[src/hdl/iirs_pkg.sv]
package iirs_pkg;

    localparam int MAX_DIM     = 64;
    localparam int POS_W       = $clog2(MAX_DIM);
    localparam int ADDR_W      = 2 * POS_W;
    localparam int STORE_DEPTH = 1 << ADDR_W;

    localparam int DIM_W       = 7;
    localparam int PIX_W       = 8;
    localparam int FIELD_POS_W = 6;
    localparam int VAL_W       = 20;
    localparam int RUN_W       = 14;
    localparam int CFG_IDX_W   = 1;
    localparam int S_TDATA_W   = 40;
    localparam int M_TDATA_W   = 24;
    localparam int STATUS_W    = 2;
    localparam int QUEUE_DEPTH = 2;
    localparam int QPTR_W      = $clog2(QUEUE_DEPTH);
    localparam int QCNT_W      = $clog2(QUEUE_DEPTH + 1);

    localparam logic [CFG_IDX_W-1:0] CFG_IMAGE_WIDTH  = 1'b0;
    localparam logic [CFG_IDX_W-1:0] CFG_IMAGE_HEIGHT = 1'b1;

    localparam logic REQ_LOAD  = 1'b0;
    localparam logic REQ_QUERY = 1'b1;

    typedef enum logic [STATUS_W-1:0] {
        ST_OK        = 2'd0,
        ST_BAD_RECT  = 2'd1,
        ST_NOT_READY = 2'd2
    } status_t;

    typedef enum logic [1:0] {
        CMD_LOAD,
        CMD_QUERY,
        CMD_FLAG
    } cmd_kind_t;

    typedef struct packed {
        cmd_kind_t          kind;
        status_t            status;
        logic [ADDR_W-1:0]  addr_d;
        logic [ADDR_W-1:0]  addr_b;
        logic [ADDR_W-1:0]  addr_c;
        logic [ADDR_W-1:0]  addr_a;
        logic               use_b;
        logic               use_c;
        logic               use_a;
        logic [RUN_W-1:0]   run_sum;
    } cmd_t;

    typedef struct packed {
        logic full;
        logic empty;
    } queue_status_t;

    typedef enum logic [2:0] {
        BK_IDLE,
        BK_LD_RD,
        BK_LD_WR,
        BK_Q_D,
        BK_Q_B,
        BK_Q_C,
        BK_Q_A,
        BK_Q_END
    } back_state_t;

    function automatic logic [DIM_W-1:0] clamp_dim(input logic [DIM_W-1:0] v);
        logic [DIM_W-1:0] r;
        r = v;
        if (v == '0) begin
            r = DIM_W'(1);
        end else if (v > DIM_W'(MAX_DIM)) begin
            r = DIM_W'(MAX_DIM);
        end
        return r;
    endfunction

endpackage

[src/hdl/iirs_queue.sv]
module iirs_queue (
    input  logic                   aclk,
    input  logic                   aresetn,
    input  logic                   push,
    input  iirs_pkg::cmd_t         push_cmd,
    input  logic                   pop,
    output iirs_pkg::cmd_t         head_cmd,
    output iirs_pkg::queue_status_t qstat
);

    iirs_pkg::cmd_t                  slot_reg [iirs_pkg::QUEUE_DEPTH];
    logic [iirs_pkg::QPTR_W-1:0]     wr_ptr_reg, wr_ptr_next;
    logic [iirs_pkg::QPTR_W-1:0]     rd_ptr_reg, rd_ptr_next;
    logic [iirs_pkg::QCNT_W-1:0]     count_reg, count_next;

    always_comb begin
        wr_ptr_next = wr_ptr_reg;
        rd_ptr_next = rd_ptr_reg;
        count_next  = count_reg;
        if (push) begin
            wr_ptr_next = (wr_ptr_reg == iirs_pkg::QPTR_W'(iirs_pkg::QUEUE_DEPTH - 1)) ?
                          '0 : wr_ptr_reg + iirs_pkg::QPTR_W'(1);
        end
        if (pop) begin
            rd_ptr_next = (rd_ptr_reg == iirs_pkg::QPTR_W'(iirs_pkg::QUEUE_DEPTH - 1)) ?
                          '0 : rd_ptr_reg + iirs_pkg::QPTR_W'(1);
        end
        if (push && !pop) begin
            count_next = count_reg + iirs_pkg::QCNT_W'(1);
        end else if (pop && !push) begin
            count_next = count_reg - iirs_pkg::QCNT_W'(1);
        end
    end

    always_ff @(posedge aclk) begin
        if (!aresetn) begin
            wr_ptr_reg <= '0;
            rd_ptr_reg <= '0;
            count_reg  <= '0;
        end else begin
            wr_ptr_reg <= wr_ptr_next;
            rd_ptr_reg <= rd_ptr_next;
            count_reg  <= count_next;
        end
    end

    always_ff @(posedge aclk) begin
        if (push) begin
            slot_reg[wr_ptr_reg] <= push_cmd;
        end
    end

    assign head_cmd    = slot_reg[rd_ptr_reg];
    assign qstat.full  = (count_reg == iirs_pkg::QCNT_W'(iirs_pkg::QUEUE_DEPTH));
    assign qstat.empty = (count_reg == '0);

`ifndef ASSERT_OFF
    a_count_bound: assert property (@(posedge aclk) disable iff (!aresetn)
        count_reg <= iirs_pkg::QCNT_W'(iirs_pkg::QUEUE_DEPTH))
        else $error("queue count beyond depth");

    a_count_grow: assert property (@(posedge aclk) disable iff (!aresetn)
        (push && !pop) |=> (count_reg == $past(count_reg) + iirs_pkg::QCNT_W'(1)))
        else $error("queue count did not follow push");
`endif

endmodule

[config.mk]
export PLATFORM = sky130hd
export DESIGN_NAME = iirs_queue
export DESIGN_NICKNAME = d
export VERILOG_FILES = /design/src/hdl/iirs_pkg.sv /design/src/hdl/iirs_queue.sv
export SDC_FILE = /design/constraint.sdc
export NUM_CORES = 1
export LEC_CHECK = 0
export BUFFER_PORTS_ARGS = -buffer_cell sky130_fd_sc_hd__buf_2
export CAP_MARGIN = 20
export CORE_MARGIN = 5
export CORE_UTILIZATION = 40
export CTS_BUF_LIST = sky130_fd_sc_hd__clkbuf_8 sky130_fd_sc_hd__clkbuf_16
export DETAILED_ROUTE_END_ITERATION = 8
export GPL_TIMING_DRIVEN = 0
export PLACE_DENSITY = 0.66
export SLEW_MARGIN = 20
export SYNTH_ARGS = -nofsm -noshare
export SYNTH_HDL_FRONTEND = slang
export SYNTH_SLANG_ARGS = --single-unit
[constraint.sdc]
create_clock -name aclk -period 6.01 [get_ports aclk]
set_input_delay 1.202 -clock aclk [delete_from_list [all_inputs] [get_ports aclk]]
set_output_delay 1.202 -clock aclk [all_outputs]
set_load 0.01 [all_outputs]
==> impl_metrics.env <==
export IMPL_outcome="finished clean"
export IMPL_n_antenna_cell=0
export IMPL_fin_crit_sh=0.472
export IMPL_grt_max_degree=39
export IMPL_cts_sinks=143
export IMPL_rsz0062_at_grt="no"
export IMPL_tritoncts="built"
export IMPL_drc=0
export IMPL_cp_max_fo=10
export IMPL_cts_hold_buf=0
export IMPL_die_y_um=124
export IMPL_crit_path_start_kind="register"
export IMPL_vias=2672
export IMPL_hold_viol=0
export IMPL_core_area_um2=12700
export IMPL_worstPathRequired_ns=4.81
export IMPL_synth_edf_count=138
export IMPL_synth_area_top_cells="edfxtp_1 79%, mux2_2 13%, mux2_4 2.9%"
export IMPL_dieArea_um2=15500
export IMPL_htreeDepth=4
export IMPL_antenna_found_initial=0
export IMPL_ys_flop_type="edfxtp_1"
export IMPL_tns_ns=0
export IMPL_max_freq_ghz=0.353
export IMPL_yosysTopAreaCellShare=0.791
export IMPL_postRouteAntennaNets=0
export IMPL_hpwl_um=6330
export IMPL_clk_root_buffer_cell="clkbuf_16"
export IMPL_post_drt_via_cell_ratio=4.54
export IMPL_largest_reg_flops=138
export IMPL_cts_reportedPaths_clkPinSlew_ns=0.05
export IMPL_placed_cell_area_um2=6270
export IMPL_final_area_um2=6880
export IMPL_ir_drop_uv=166
export IMPL_yosysWarnings=0
export IMPL_area_growth_pct=31.3
export IMPL_drv_slew=0
export IMPL_cp_num_buf_inv=4
export IMPL_relSlewSlack=0.695
export IMPL_ys_ff_latch=143
export IMPL_drt_first_pass_iters=4
export IMPL_grt_pass1_vias=2984
export IMPL_avgRoutedWirePerCell_um=15.6
export IMPL_powerDensity_nw_per_um2=357
export IMPL_syn_nets=311
export IMPL_yosysMostFrequentCell="edfxtp_1"
export IMPL_synth_cell_types=18
export IMPL_cpMaxStageDelayCell="dfxtp_1"
export IMPL_yosys_area_top_type="edfxtp_1"
export IMPL_total_power_mw=2.46
export IMPL_hp_class="reg2reg"
export IMPL_syn_area_per_cell_um2=22.1
export IMPL_die_x_um=124
export IMPL_start_util=0.412
export IMPL_fin_util=0.541
export IMPL_synth_common_cells="138 x edfxtp_1, 59 x mux2_2, 10 x mux2_4, 5 x buf_2, 5 x dfxtp_1"
export IMPL_io_pins=144
export IMPL_numCtsBuffers=17
export IMPL_totalWireLength_um=9150
export IMPL_synthesis_area_um2=5240
export IMPL_gr_total_overflow=0
export IMPL_nets=477
export IMPL_p_leak_nw=2.65
export IMPL_grtUsageTotal=0.123
export IMPL_clock_latency_ns=0.40
export IMPL_ys_seq_area_frac=0.810
export IMPL_drive_gt1_frac=0.608
export IMPL_rows=41
export IMPL_maxCapViolCount=0
export IMPL_end_kind="primary output"
export IMPL_port_buffers=143
export IMPL_post_cts_resized=0
export IMPL_place_congestion=0.672
export IMPL_crit_type="reg2out"
export IMPL_min_period_ns=2.84
export IMPL_cts_buffer_depth=2
export IMPL_cpPeakStageDelay_ns=0.32
export IMPL_drtIter0Drc=95
export IMPL_crit_family="buffers and inverters"
export IMPL_ys_async_sr_fraction=0
export IMPL_skew_ns=0.00564
export IMPL_syn_inst=237
export IMPL_crit_chain="buf_6, buf_6, buf_8, mux2_4, buf_2"
export IMPL_grt_pass1_wl_um=14600
export IMPL_path_common_cell="buf_6"
export IMPL_worstMarginPinSlew_ns=0.457
export IMPL_cts_setup_buffers=0
export IMPL_setup_viol=0
export IMPL_r2r_slack_ns=4.53
export IMPL_crit_arrival_ns=1.63
cells in the final DEF, fill, tap and decap left out:
| cell type | count |
|---|---|
| clkinv_1 | 2 |
| buf_12 | 2 |
| buf_8 | 1 |
| xnor2_1 | 1 |
| inv_1 | 4 |
| xor2_1 | 2 |
| and2_4 | 1 |
| clkbuf_16 | 17 |
| mux2_4 | 10 |
| dfxtp_1 | 5 |
| clkinv_4 | 2 |
| clkinv_2 | 3 |
| o21a_1 | 1 |
| ha_1 | 1 |
| clkinvlp_4 | 1 |
| a21boi_1 | 1 |
| or3_1 | 1 |
| buf_6 | 2 |
| nor2_1 | 1 |
| o21ai_0 | 1 |
| edfxtp_1 | 138 |
| nor2b_4 | 1 |
| buf_2 | 148 |
| and2_1 | 3 |
| bufinv_16 | 4 |
| nor2b_1 | 2 |
| mux2_2 | 59 |
| buf_16 | 2 |
stage by stage:
step           instances  setup slack [ns]  hold slack, ns
4_1_cts              588              3.13           0.521
3_5_place_dp         556              3.52           0.505
5_1_grt              588              3.07           0.553
6_report             588              3.17           0.511
3_3_place_gp         552            -0.701           0.477
2_1_floorplan        237              1.24           0.466
layout make-up:
| class | count | area, um2 |
|---|---|---|
| Clock inverter | 15 | 179 |
| Multi-Input combinational cell | 85 | 937 |
| Fill cell | 1052 | 5840 |
| Buffer | 8 | 62.6 |
| Sequential cell | 143 | 4240 |
| Clock buffer | 17 | 425 |
| Tap cell | 172 | 215 |
| Timing Repair Buffer | 147 | 811 |
| Inverter | 1 | 3.75 |
final timing paths:
| check | cells after the start | endpoint | startpoint |
|---|---|---|---|
| max reg2reg | 2 | slot_reg[1][67] | wr_ptr_reg |
| min | 2 | count_reg[1] | count_reg[1] |
| max | 5 | head_cmd[45] | register |
| min reg2reg | 2 | count_reg[1] | count_reg[1] |
per-layer routing:
| layer | global-route usage | part of all wire | vias to the layer above |
|---|---|---|---|
| li1 | - | - | 1276 |
| met5 | 0 | 0 | - |
| met4 | 0.0503 | 0.015 | 0 |
| met3 | 0.0557 | 0.075 | 13 |
| met1 | 0.131 | 0.39 | 1289 |
| met2 | 0.211 | 0.52 | 94 |
logic make-up after synthesis:
logic type,synth area share
AOI/OAI and AO/OA,0.00382
xor gates and xnor gates,0.00502
adders and majority gates,0.00239
buffers and inverters,0.0127
DFF,0.810
muxes,0.156
and+or+nand+nor,0.0103
power breakdown:
part | leakage, nW | switching, mW | internal (mW)
clock | 0.305 | 0.370 | 0.685
sequential | 1.34 | 0.0123 | 1.15
combinational | 1.01 | 0.118 | 0.122
worst register-to-register path: cells and delay by family, from the launching register on:
| family | cells | cell delay [ns] |
|---|---|---|
| buf+inv | 1 | 0.29 |
| flops | 1 | 0.38 |
| simple gates | 1 | 0.46 |
(Power assumes the default switching activity.)
