===== src/hdl/iirs_pkg.sv =====
package iirs_pkg;

    localparam int MAX_DIM     = 64;
    localparam int POS_W       = $clog2(MAX_DIM);
    localparam int ADDR_W      = 2 * POS_W;
    localparam int STORE_DEPTH = 1 << ADDR_W;

    localparam int DIM_W       = 7;
    localparam int PIX_W       = 8;
    localparam int FIELD_POS_W = 6;
    localparam int VAL_W       = 20;
    localparam int RUN_W       = 14;
    localparam int CFG_IDX_W   = 1;
    localparam int S_TDATA_W   = 40;
    localparam int M_TDATA_W   = 24;
    localparam int STATUS_W    = 2;
    localparam int QUEUE_DEPTH = 2;
    localparam int QPTR_W      = $clog2(QUEUE_DEPTH);
    localparam int QCNT_W      = $clog2(QUEUE_DEPTH + 1);

    localparam logic [CFG_IDX_W-1:0] CFG_IMAGE_WIDTH  = 1'b0;
    localparam logic [CFG_IDX_W-1:0] CFG_IMAGE_HEIGHT = 1'b1;

    localparam logic REQ_LOAD  = 1'b0;
    localparam logic REQ_QUERY = 1'b1;

    typedef enum logic [STATUS_W-1:0] {
        ST_OK        = 2'd0,
        ST_BAD_RECT  = 2'd1,
        ST_NOT_READY = 2'd2
    } status_t;

    typedef enum logic [1:0] {
        CMD_LOAD,
        CMD_QUERY,
        CMD_FLAG
    } cmd_kind_t;

    typedef struct packed {
        cmd_kind_t          kind;
        status_t            status;
        logic [ADDR_W-1:0]  addr_d;
        logic [ADDR_W-1:0]  addr_b;
        logic [ADDR_W-1:0]  addr_c;
        logic [ADDR_W-1:0]  addr_a;
        logic               use_b;
        logic               use_c;
        logic               use_a;
        logic [RUN_W-1:0]   run_sum;
    } cmd_t;

    typedef struct packed {
        logic full;
        logic empty;
    } queue_status_t;

    typedef enum logic [2:0] {
        BK_IDLE,
        BK_LD_RD,
        BK_LD_WR,
        BK_Q_D,
        BK_Q_B,
        BK_Q_C,
        BK_Q_A,
        BK_Q_END
    } back_state_t;

    function automatic logic [DIM_W-1:0] clamp_dim(input logic [DIM_W-1:0] v);
        logic [DIM_W-1:0] r;
        r = v;
        if (v == '0) begin
            r = DIM_W'(1);
        end else if (v > DIM_W'(MAX_DIM)) begin
            r = DIM_W'(MAX_DIM);
        end
        return r;
    endfunction

endpackage


===== src/hdl/iirs_front.sv =====
module iirs_front (
    input  logic                                aclk,
    input  logic                                aresetn,
    input  logic                                s_tvalid,
    output logic                                s_tready,
    input  logic [iirs_pkg::S_TDATA_W-1:0]      s_tdata,
    input  logic                                s_tuser,
    input  logic                                cfg_valid,
    input  logic [iirs_pkg::CFG_IDX_W-1:0]      cfg_index,
    input  logic [iirs_pkg::DIM_W-1:0]          cfg_data,
    input  iirs_pkg::queue_status_t             qstat,
    output logic                                push,
    output iirs_pkg::cmd_t                      push_cmd
);

    logic [iirs_pkg::DIM_W-1:0] width_reg, width_next;
    logic [iirs_pkg::DIM_W-1:0] height_reg, height_next;
    logic [iirs_pkg::POS_W-1:0] load_row_reg, load_row_next;
    logic [iirs_pkg::POS_W-1:0] load_col_reg, load_col_next;
    logic [iirs_pkg::RUN_W-1:0] run_reg, run_next;
    logic                       frame_done_reg, frame_done_next;

    logic [iirs_pkg::DIM_W-1:0]       w_eff, h_eff;
    logic [iirs_pkg::POS_W-1:0]       cur_row, cur_col;
    logic [iirs_pkg::RUN_W-1:0]       cur_run, new_run;
    logic                             col_last, row_last;
    logic [iirs_pkg::PIX_W-1:0]       pixel;
    logic [iirs_pkg::FIELD_POS_W-1:0] top_row, left_col;
    logic [iirs_pkg::DIM_W-1:0]       rect_rows, rect_cols;
    logic [iirs_pkg::DIM_W:0]         bot_end, right_end;
    logic                             rect_bad;
    logic [iirs_pkg::POS_W-1:0]       top_p, left_p, bot_p, right_p, above_p, before_p;

    assign pixel     = s_tdata[7:0];
    assign top_row   = s_tdata[13:8];
    assign left_col  = s_tdata[19:14];
    assign rect_rows = s_tdata[26:20];
    assign rect_cols = s_tdata[33:27];

    assign s_tready = !qstat.full;
    assign push     = s_tvalid && s_tready;

    assign w_eff = iirs_pkg::clamp_dim(width_reg);
    assign h_eff = iirs_pkg::clamp_dim(height_reg);

    assign cur_row = frame_done_reg ? '0 : load_row_reg;
    assign cur_col = frame_done_reg ? '0 : load_col_reg;
    assign cur_run = frame_done_reg ? '0 : run_reg;
    assign new_run = cur_run + iirs_pkg::RUN_W'(pixel);

    assign col_last = (iirs_pkg::DIM_W'(cur_col) + iirs_pkg::DIM_W'(1)) >= w_eff;
    assign row_last = (iirs_pkg::DIM_W'(cur_row) + iirs_pkg::DIM_W'(1)) >= h_eff;

    assign bot_end   = (iirs_pkg::DIM_W+1)'(top_row) + (iirs_pkg::DIM_W+1)'(rect_rows);
    assign right_end = (iirs_pkg::DIM_W+1)'(left_col) + (iirs_pkg::DIM_W+1)'(rect_cols);
    assign rect_bad  = (rect_rows == '0) || (rect_cols == '0) ||
                       (bot_end > (iirs_pkg::DIM_W+1)'(h_eff)) ||
                       (right_end > (iirs_pkg::DIM_W+1)'(w_eff));

    assign top_p    = iirs_pkg::POS_W'(top_row);
    assign left_p   = iirs_pkg::POS_W'(left_col);
    assign bot_p    = iirs_pkg::POS_W'(bot_end - (iirs_pkg::DIM_W+1)'(1));
    assign right_p  = iirs_pkg::POS_W'(right_end - (iirs_pkg::DIM_W+1)'(1));
    assign above_p  = top_p - iirs_pkg::POS_W'(1);
    assign before_p = left_p - iirs_pkg::POS_W'(1);

    always_comb begin
        push_cmd.kind    = iirs_pkg::CMD_LOAD;
        push_cmd.status  = iirs_pkg::ST_OK;
        push_cmd.addr_d  = {cur_row, cur_col};
        push_cmd.addr_b  = {cur_row - iirs_pkg::POS_W'(1), cur_col};
        push_cmd.addr_c  = '0;
        push_cmd.addr_a  = '0;
        push_cmd.use_b   = (cur_row != '0);
        push_cmd.use_c   = 1'b0;
        push_cmd.use_a   = 1'b0;
        push_cmd.run_sum = new_run;
        if (s_tuser == iirs_pkg::REQ_QUERY) begin
            push_cmd.addr_d = {bot_p, right_p};
            push_cmd.addr_b = {above_p, right_p};
            push_cmd.addr_c = {bot_p, before_p};
            push_cmd.addr_a = {above_p, before_p};
            push_cmd.use_b  = (top_p != '0);
            push_cmd.use_c  = (left_p != '0);
            push_cmd.use_a  = (top_p != '0) && (left_p != '0);
            if (!frame_done_reg) begin
                push_cmd.kind   = iirs_pkg::CMD_FLAG;
                push_cmd.status = iirs_pkg::ST_NOT_READY;
            end else if (rect_bad) begin
                push_cmd.kind   = iirs_pkg::CMD_FLAG;
                push_cmd.status = iirs_pkg::ST_BAD_RECT;
            end else begin
                push_cmd.kind   = iirs_pkg::CMD_QUERY;
            end
        end
    end

    always_comb begin
        width_next      = width_reg;
        height_next     = height_reg;
        load_row_next   = load_row_reg;
        load_col_next   = load_col_reg;
        run_next        = run_reg;
        frame_done_next = frame_done_reg;
        if (cfg_valid) begin
            if (cfg_index == iirs_pkg::CFG_IMAGE_WIDTH) begin
                width_next = cfg_data;
            end else begin
                height_next = cfg_data;
            end
            load_row_next   = '0;
            load_col_next   = '0;
            run_next        = '0;
            frame_done_next = 1'b0;
        end else if (push && s_tuser == iirs_pkg::REQ_LOAD) begin
            frame_done_next = 1'b0;
            if (col_last) begin
                load_col_next = '0;
                run_next      = '0;
                if (row_last) begin
                    load_row_next   = '0;
                    frame_done_next = 1'b1;
                end else begin
                    load_row_next = cur_row + iirs_pkg::POS_W'(1);
                end
            end else begin
                load_row_next = cur_row;
                load_col_next = cur_col + iirs_pkg::POS_W'(1);
                run_next      = new_run;
            end
        end
    end

    always_ff @(posedge aclk) begin
        if (!aresetn) begin
            width_reg      <= iirs_pkg::DIM_W'(iirs_pkg::MAX_DIM);
            height_reg     <= iirs_pkg::DIM_W'(iirs_pkg::MAX_DIM);
            load_row_reg   <= '0;
            load_col_reg   <= '0;
            run_reg        <= '0;
            frame_done_reg <= 1'b0;
        end else begin
            width_reg      <= width_next;
            height_reg     <= height_next;
            load_row_reg   <= load_row_next;
            load_col_reg   <= load_col_next;
            run_reg        <= run_next;
            frame_done_reg <= frame_done_next;
        end
    end

`ifndef ASSERT_OFF
    a_pos_in_frame: assert property (@(posedge aclk) disable iff (!aresetn)
        !frame_done_reg |-> ((iirs_pkg::DIM_W'(load_col_reg) < w_eff) &&
                             (iirs_pkg::DIM_W'(load_row_reg) < h_eff)))
        else $error("load position outside frame");
`endif

endmodule


===== config.mk =====
export PLATFORM = sky130hd
export DESIGN_NAME = iirs_front
export DESIGN_NICKNAME = d
export VERILOG_FILES = /design/src/hdl/iirs_pkg.sv /design/src/hdl/iirs_front.sv
export SDC_FILE = /design/constraint.sdc
export NUM_CORES = 1
export LEC_CHECK = 0
export BUFFER_PORTS_ARGS = -buffer_cell sky130_fd_sc_hd__buf_2
export CORE_MARGIN = 8
export CORE_UTILIZATION = 35
export CTS_BUF_LIST = sky130_fd_sc_hd__clkbuf_8
export DETAILED_ROUTE_END_ITERATION = 8
export GPL_TIMING_DRIVEN = 0
export HOLD_SLACK_MARGIN = 0.08
export PLACE_DENSITY_LB_ADDON = 0.25
export SETUP_SLACK_MARGIN = 0.4
export SYNTH_ARGS = -nofsm -noshare
export SYNTH_HDL_FRONTEND = slang
export SYNTH_SLANG_ARGS = --single-unit

===== constraint.sdc =====
create_clock -name aclk -period 4.2 [get_ports aclk]
set_input_delay 0.84 -clock aclk [delete_from_list [all_inputs] [get_ports aclk]]
set_output_delay 0.84 -clock aclk [all_outputs]
set_load 0.01 [all_outputs]

==> metrics.md <==
| Metric | Value |
|---|---|
| Share of cells above drive strength 1 | `around 27%` |
| Setup tns final | `-330 ps` |
| R2R Setup Slk | `800 ps` |
| CP startpoint | `s_tdata[8]` |
| Max_slew headroom | `about half` |
| Yosys warning count | `0` |
| Initial DRC Count | `roughly 180` |
| Worst Reg-to-Reg Cells | `14` |
| Number of flip-flops in the largest register | `14` |
| Crit-path most repeated cell | `a21oi_1` |
| Worst-skew pair later-pin latency | `300 ps` |
| Status | `complete, but fails checks` |
| Port bufs | `between 100 and 150` |
| Largest stage delay, worst path | `between 300 and 400 ps` |
| Hold path startpoint | `run_reg[0]` |
| CTS Buf Count | `5` |
| PwrDens | `approximately 230 nW/µm²` |
| Tcrit/Tclk final | `103%` |
| Cell Area, Synth | `4400 µm²` |
| # nets final | `818` |
| P_leak | `about 2.6 nW` |
| Minimum clock period | `between 4000 and 5000 ps` |
| CP required | `roughly 3400 ps` |
| Reg area | `between 800 and 900 µm²` |
| Asr flop ratio synth | `0%` |
| Most common cell after layout, fill and taps aside | `buf_2` |
| Post-synth cell types | `55` |
| Final WL | `about 14000 µm` |
| Largest net degree at the start of global routing | `14` |
| ANT cells | `0` |
| Critical path class | `in2out` |
| Syn avg cell area | `7.72 µm²` |
| Syn Inst Count | `570` |
| Height of the chip | `between 100 and 150 µm` |
| Gr ovfl total | `0` |
| H-Tree Level Count | `2` |
| RR Startpoint | `frame_done_reg` |
| First-pass GRT wire length | `about 22000 µm` |
| Ports | `approximately 130` |
| CTS tree | `yes` |
| Clock sinks | `41` |
| Max cap viols | `0` |
| Arrival time worst endpoint | `about 3500 ps` |
| Final Slew Violations | `0` |
| Initial antenna violation count | `0` |
| WL per Instance | `roughly 16 µm` |
| Vias in the first global route | `4557` |
| Clock root cell | `clkbuf_8` |
| Setup crit end kind | `output port` |
| Vias | `4488` |
| Most frequent cells in the layout | `buf_2 (112), ha_1 (54), nand2_1 (49), nor2_1 (43), dfxtp_1 (40)` |
| Worst Tran Pin Value | `724 ps` |
| HPWL after DPL | `approximately 11000 µm` |
| Avg Vias per Cell | `5.13` |
| Drt pass-1 iters | `5` |
| Min-delay worst type | `reg2reg` |
| Startpoint types | `primary input` |
| FP Rows | `41` |
| Fin. Hold Viols | `0` |
| GRT Util Overall | `16.1%` |
| Reg clk slew, reported paths | `approximately 90 ps` |
| Seq/Total Area, Yosys | `a little under a fifth` |
| Drt drc | `0` |
| Max Buffers Root-to-Sink | `2` |
| Initial Util | `about a third` |
| Clock Skews | `around 9.6 ps` |
| FILL cells | `about 1300` |
| Synth-to-Final Area Change | `28.2%` |
| Final Hold Slack | `between 400 and 500 ps` |
| Final worst setup slack | `-129 ps` |
| Failing checks | `setup timing` |
| Worst setup path endpoint | `push_cmd[68]` |
| Multi-input gate area | `3500 µm²` |
| Reg2reg end | `load_row_reg[1]` |
| Number of synthesized register bits | `41` |
| Maximum fanout along the worst path | `6` |
| Syn nets | `686` |
| Worst vdd rail ir drop | `between 150 and 200 µV` |
| Gpl congestion | `approximately 0.87` |
| Core area | `approximately 12000 µm²` |
| Final setup violation count | `3` |
| Die area | `~16000 µm²` |
| Max Clock Freq | `~230 MHz` |
| CP max-delay cell | `fa_2` |
| CP cell instances | `buf_12, ha_4, fa_2, a21o_1, a21oi_2, o21bai_1, a21oi_1, xnor2_1, ha_1, nand3_2, nor2_1, a21oi_1, a21boi_4, nor3_4, a21boi_2, buf_2` |
| Top FF cell, synth | `dfxtp_1` |
| Post-DRT Antenna Nets | `0` |
| Chip width | `128 µm` |
| RSZ-0062 raised after global routing | `yes` |
| Post-synth EDFFs | `0` |
-- metal layers --
layer	share of wire (%)	wire length, µm	vias up	track usage, %
li1	-	-	2252	-
met3	5.7	777	17	3.20
met5	0	0	-	0
met4	1.4	184	0	3.22
met2	46	6260	134	27.5
met1	47	6410	2085	20.4
-- critical path: cells and delay by family --
family / cells / cell delay (ps)
AO/OA/AOI/OAI: 7 / 1180
XOR/XNOR: 1 / 180
adder cells (fa/ha/maj): 3 / 820
buffers and inverters: 2 / 260
AND/OR/NAND/NOR: 3 / 200
-- cells by family after synthesis --
logic type | share of synthesized area, %
multiplexers | 2.53
AND/OR/NAND/NOR | 26.2
XOR/XNOR | 9.56
flip-flops | 18.7
adder cells (fa/ha/maj) | 17.9
AO/OA/AOI/OAI | 19.0
buffers and inverters | 6.17
-- cell type report --
| type | instances | share of cell area (%) |
|---|---|---|
| clock inverters | 2 | 0.665 |
| plain buffers | 34 | 3.39 |
| inverters | 26 | 1.73 |
| well taps | 172 | 3.82 |
| multi-input cells | 469 | 62.1 |
| clock buffers | 6 | 1.46 |
| repair buffers | 125 | 12.3 |
| flip-flops and latches | 41 | 14.6 |
-- synth_stat cells, types with 3 or more instances --
master | count | area [µm²]
dfxtp_1 | 41 | 821
a22oi_1 | 12 | 90.1
nor3_1 | 14 | 70.1
nand2_1 | 49 | 184
nor2b_1 | 34 | 213
o21bai_1 | 8 | 60.1
nand4_1 | 4 | 25.0
mux2i_1 | 10 | 100
o21ai_1 | 7 | 35.0
a22o_1 | 3 | 26.3
nor2_1 | 43 | 161
and2_1 | 10 | 62.6
xnor2_1 | 33 | 289
nor4_1 | 3 | 18.8
o21ai_0 | 12 | 60.1
nand3_1 | 31 | 155
inv_1 | 26 | 97.6
a21o_1 | 13 | 97.6
and3_1 | 4 | 25.0
a21boi_0 | 7 | 52.6
buf_4 | 12 | 90.1
a31oi_1 | 5 | 31.3
or3_1 | 7 | 43.8
o21a_1 | 7 | 52.6
xor2_1 | 15 | 131
nand2b_1 | 18 | 113
fa_1 | 3 | 60.1
clkbuf_1 | 19 | 71.3
ha_1 | 58 | 726
a21oi_1 | 30 | 150
-- worst min-delay path by stage --
stage / to / slack (ps) / depth (start not counted)
global route: run_reg[2] / 490 / 2
floorplan: run_reg[4] / 430 / 2
CTS: run_reg[0] / 460 / 2
finish: run_reg[0] / 460 / 2
detailed placement: run_reg[0] / 450 / 2
global placement: run_reg[0] / 430 / 2
-- metrics by stage --
step	instances	worst slack (ps)	utilization (%)	power [mW]	area (µm²)
global route	875	-297	45.2	1.37	5640
detailed placement	859	-478	42.0	0.898	5240
CTS	873	-271	44.0	1.26	5490
global placement	859	-411	42.0	0.885	5240
finish	875	-129	45.2	1.29	5640
floorplan	570	169	-	0.733	4440
-- power breakdown --
group	internal, mW	total [mW]	switching [mW]
combinational	0.258	0.553	0.295
clock	0.193	0.337	0.143
sequential	0.396	0.403	0.00638
-- repair_timing --
| item | 4_1_cts | 5_1_grt |
|---|---|---|
| hold buffers | 0 | 0 |
| endpoints found under the setup margin | 19 | 15 |
| endpoints found under the hold margin | 0 | 0 |
| pin swaps | 25 | 24 |
| buffers inserted | 6 | 2 |
| resized for setup | 23 | 33 |
(Power assumes the default switching activity.)
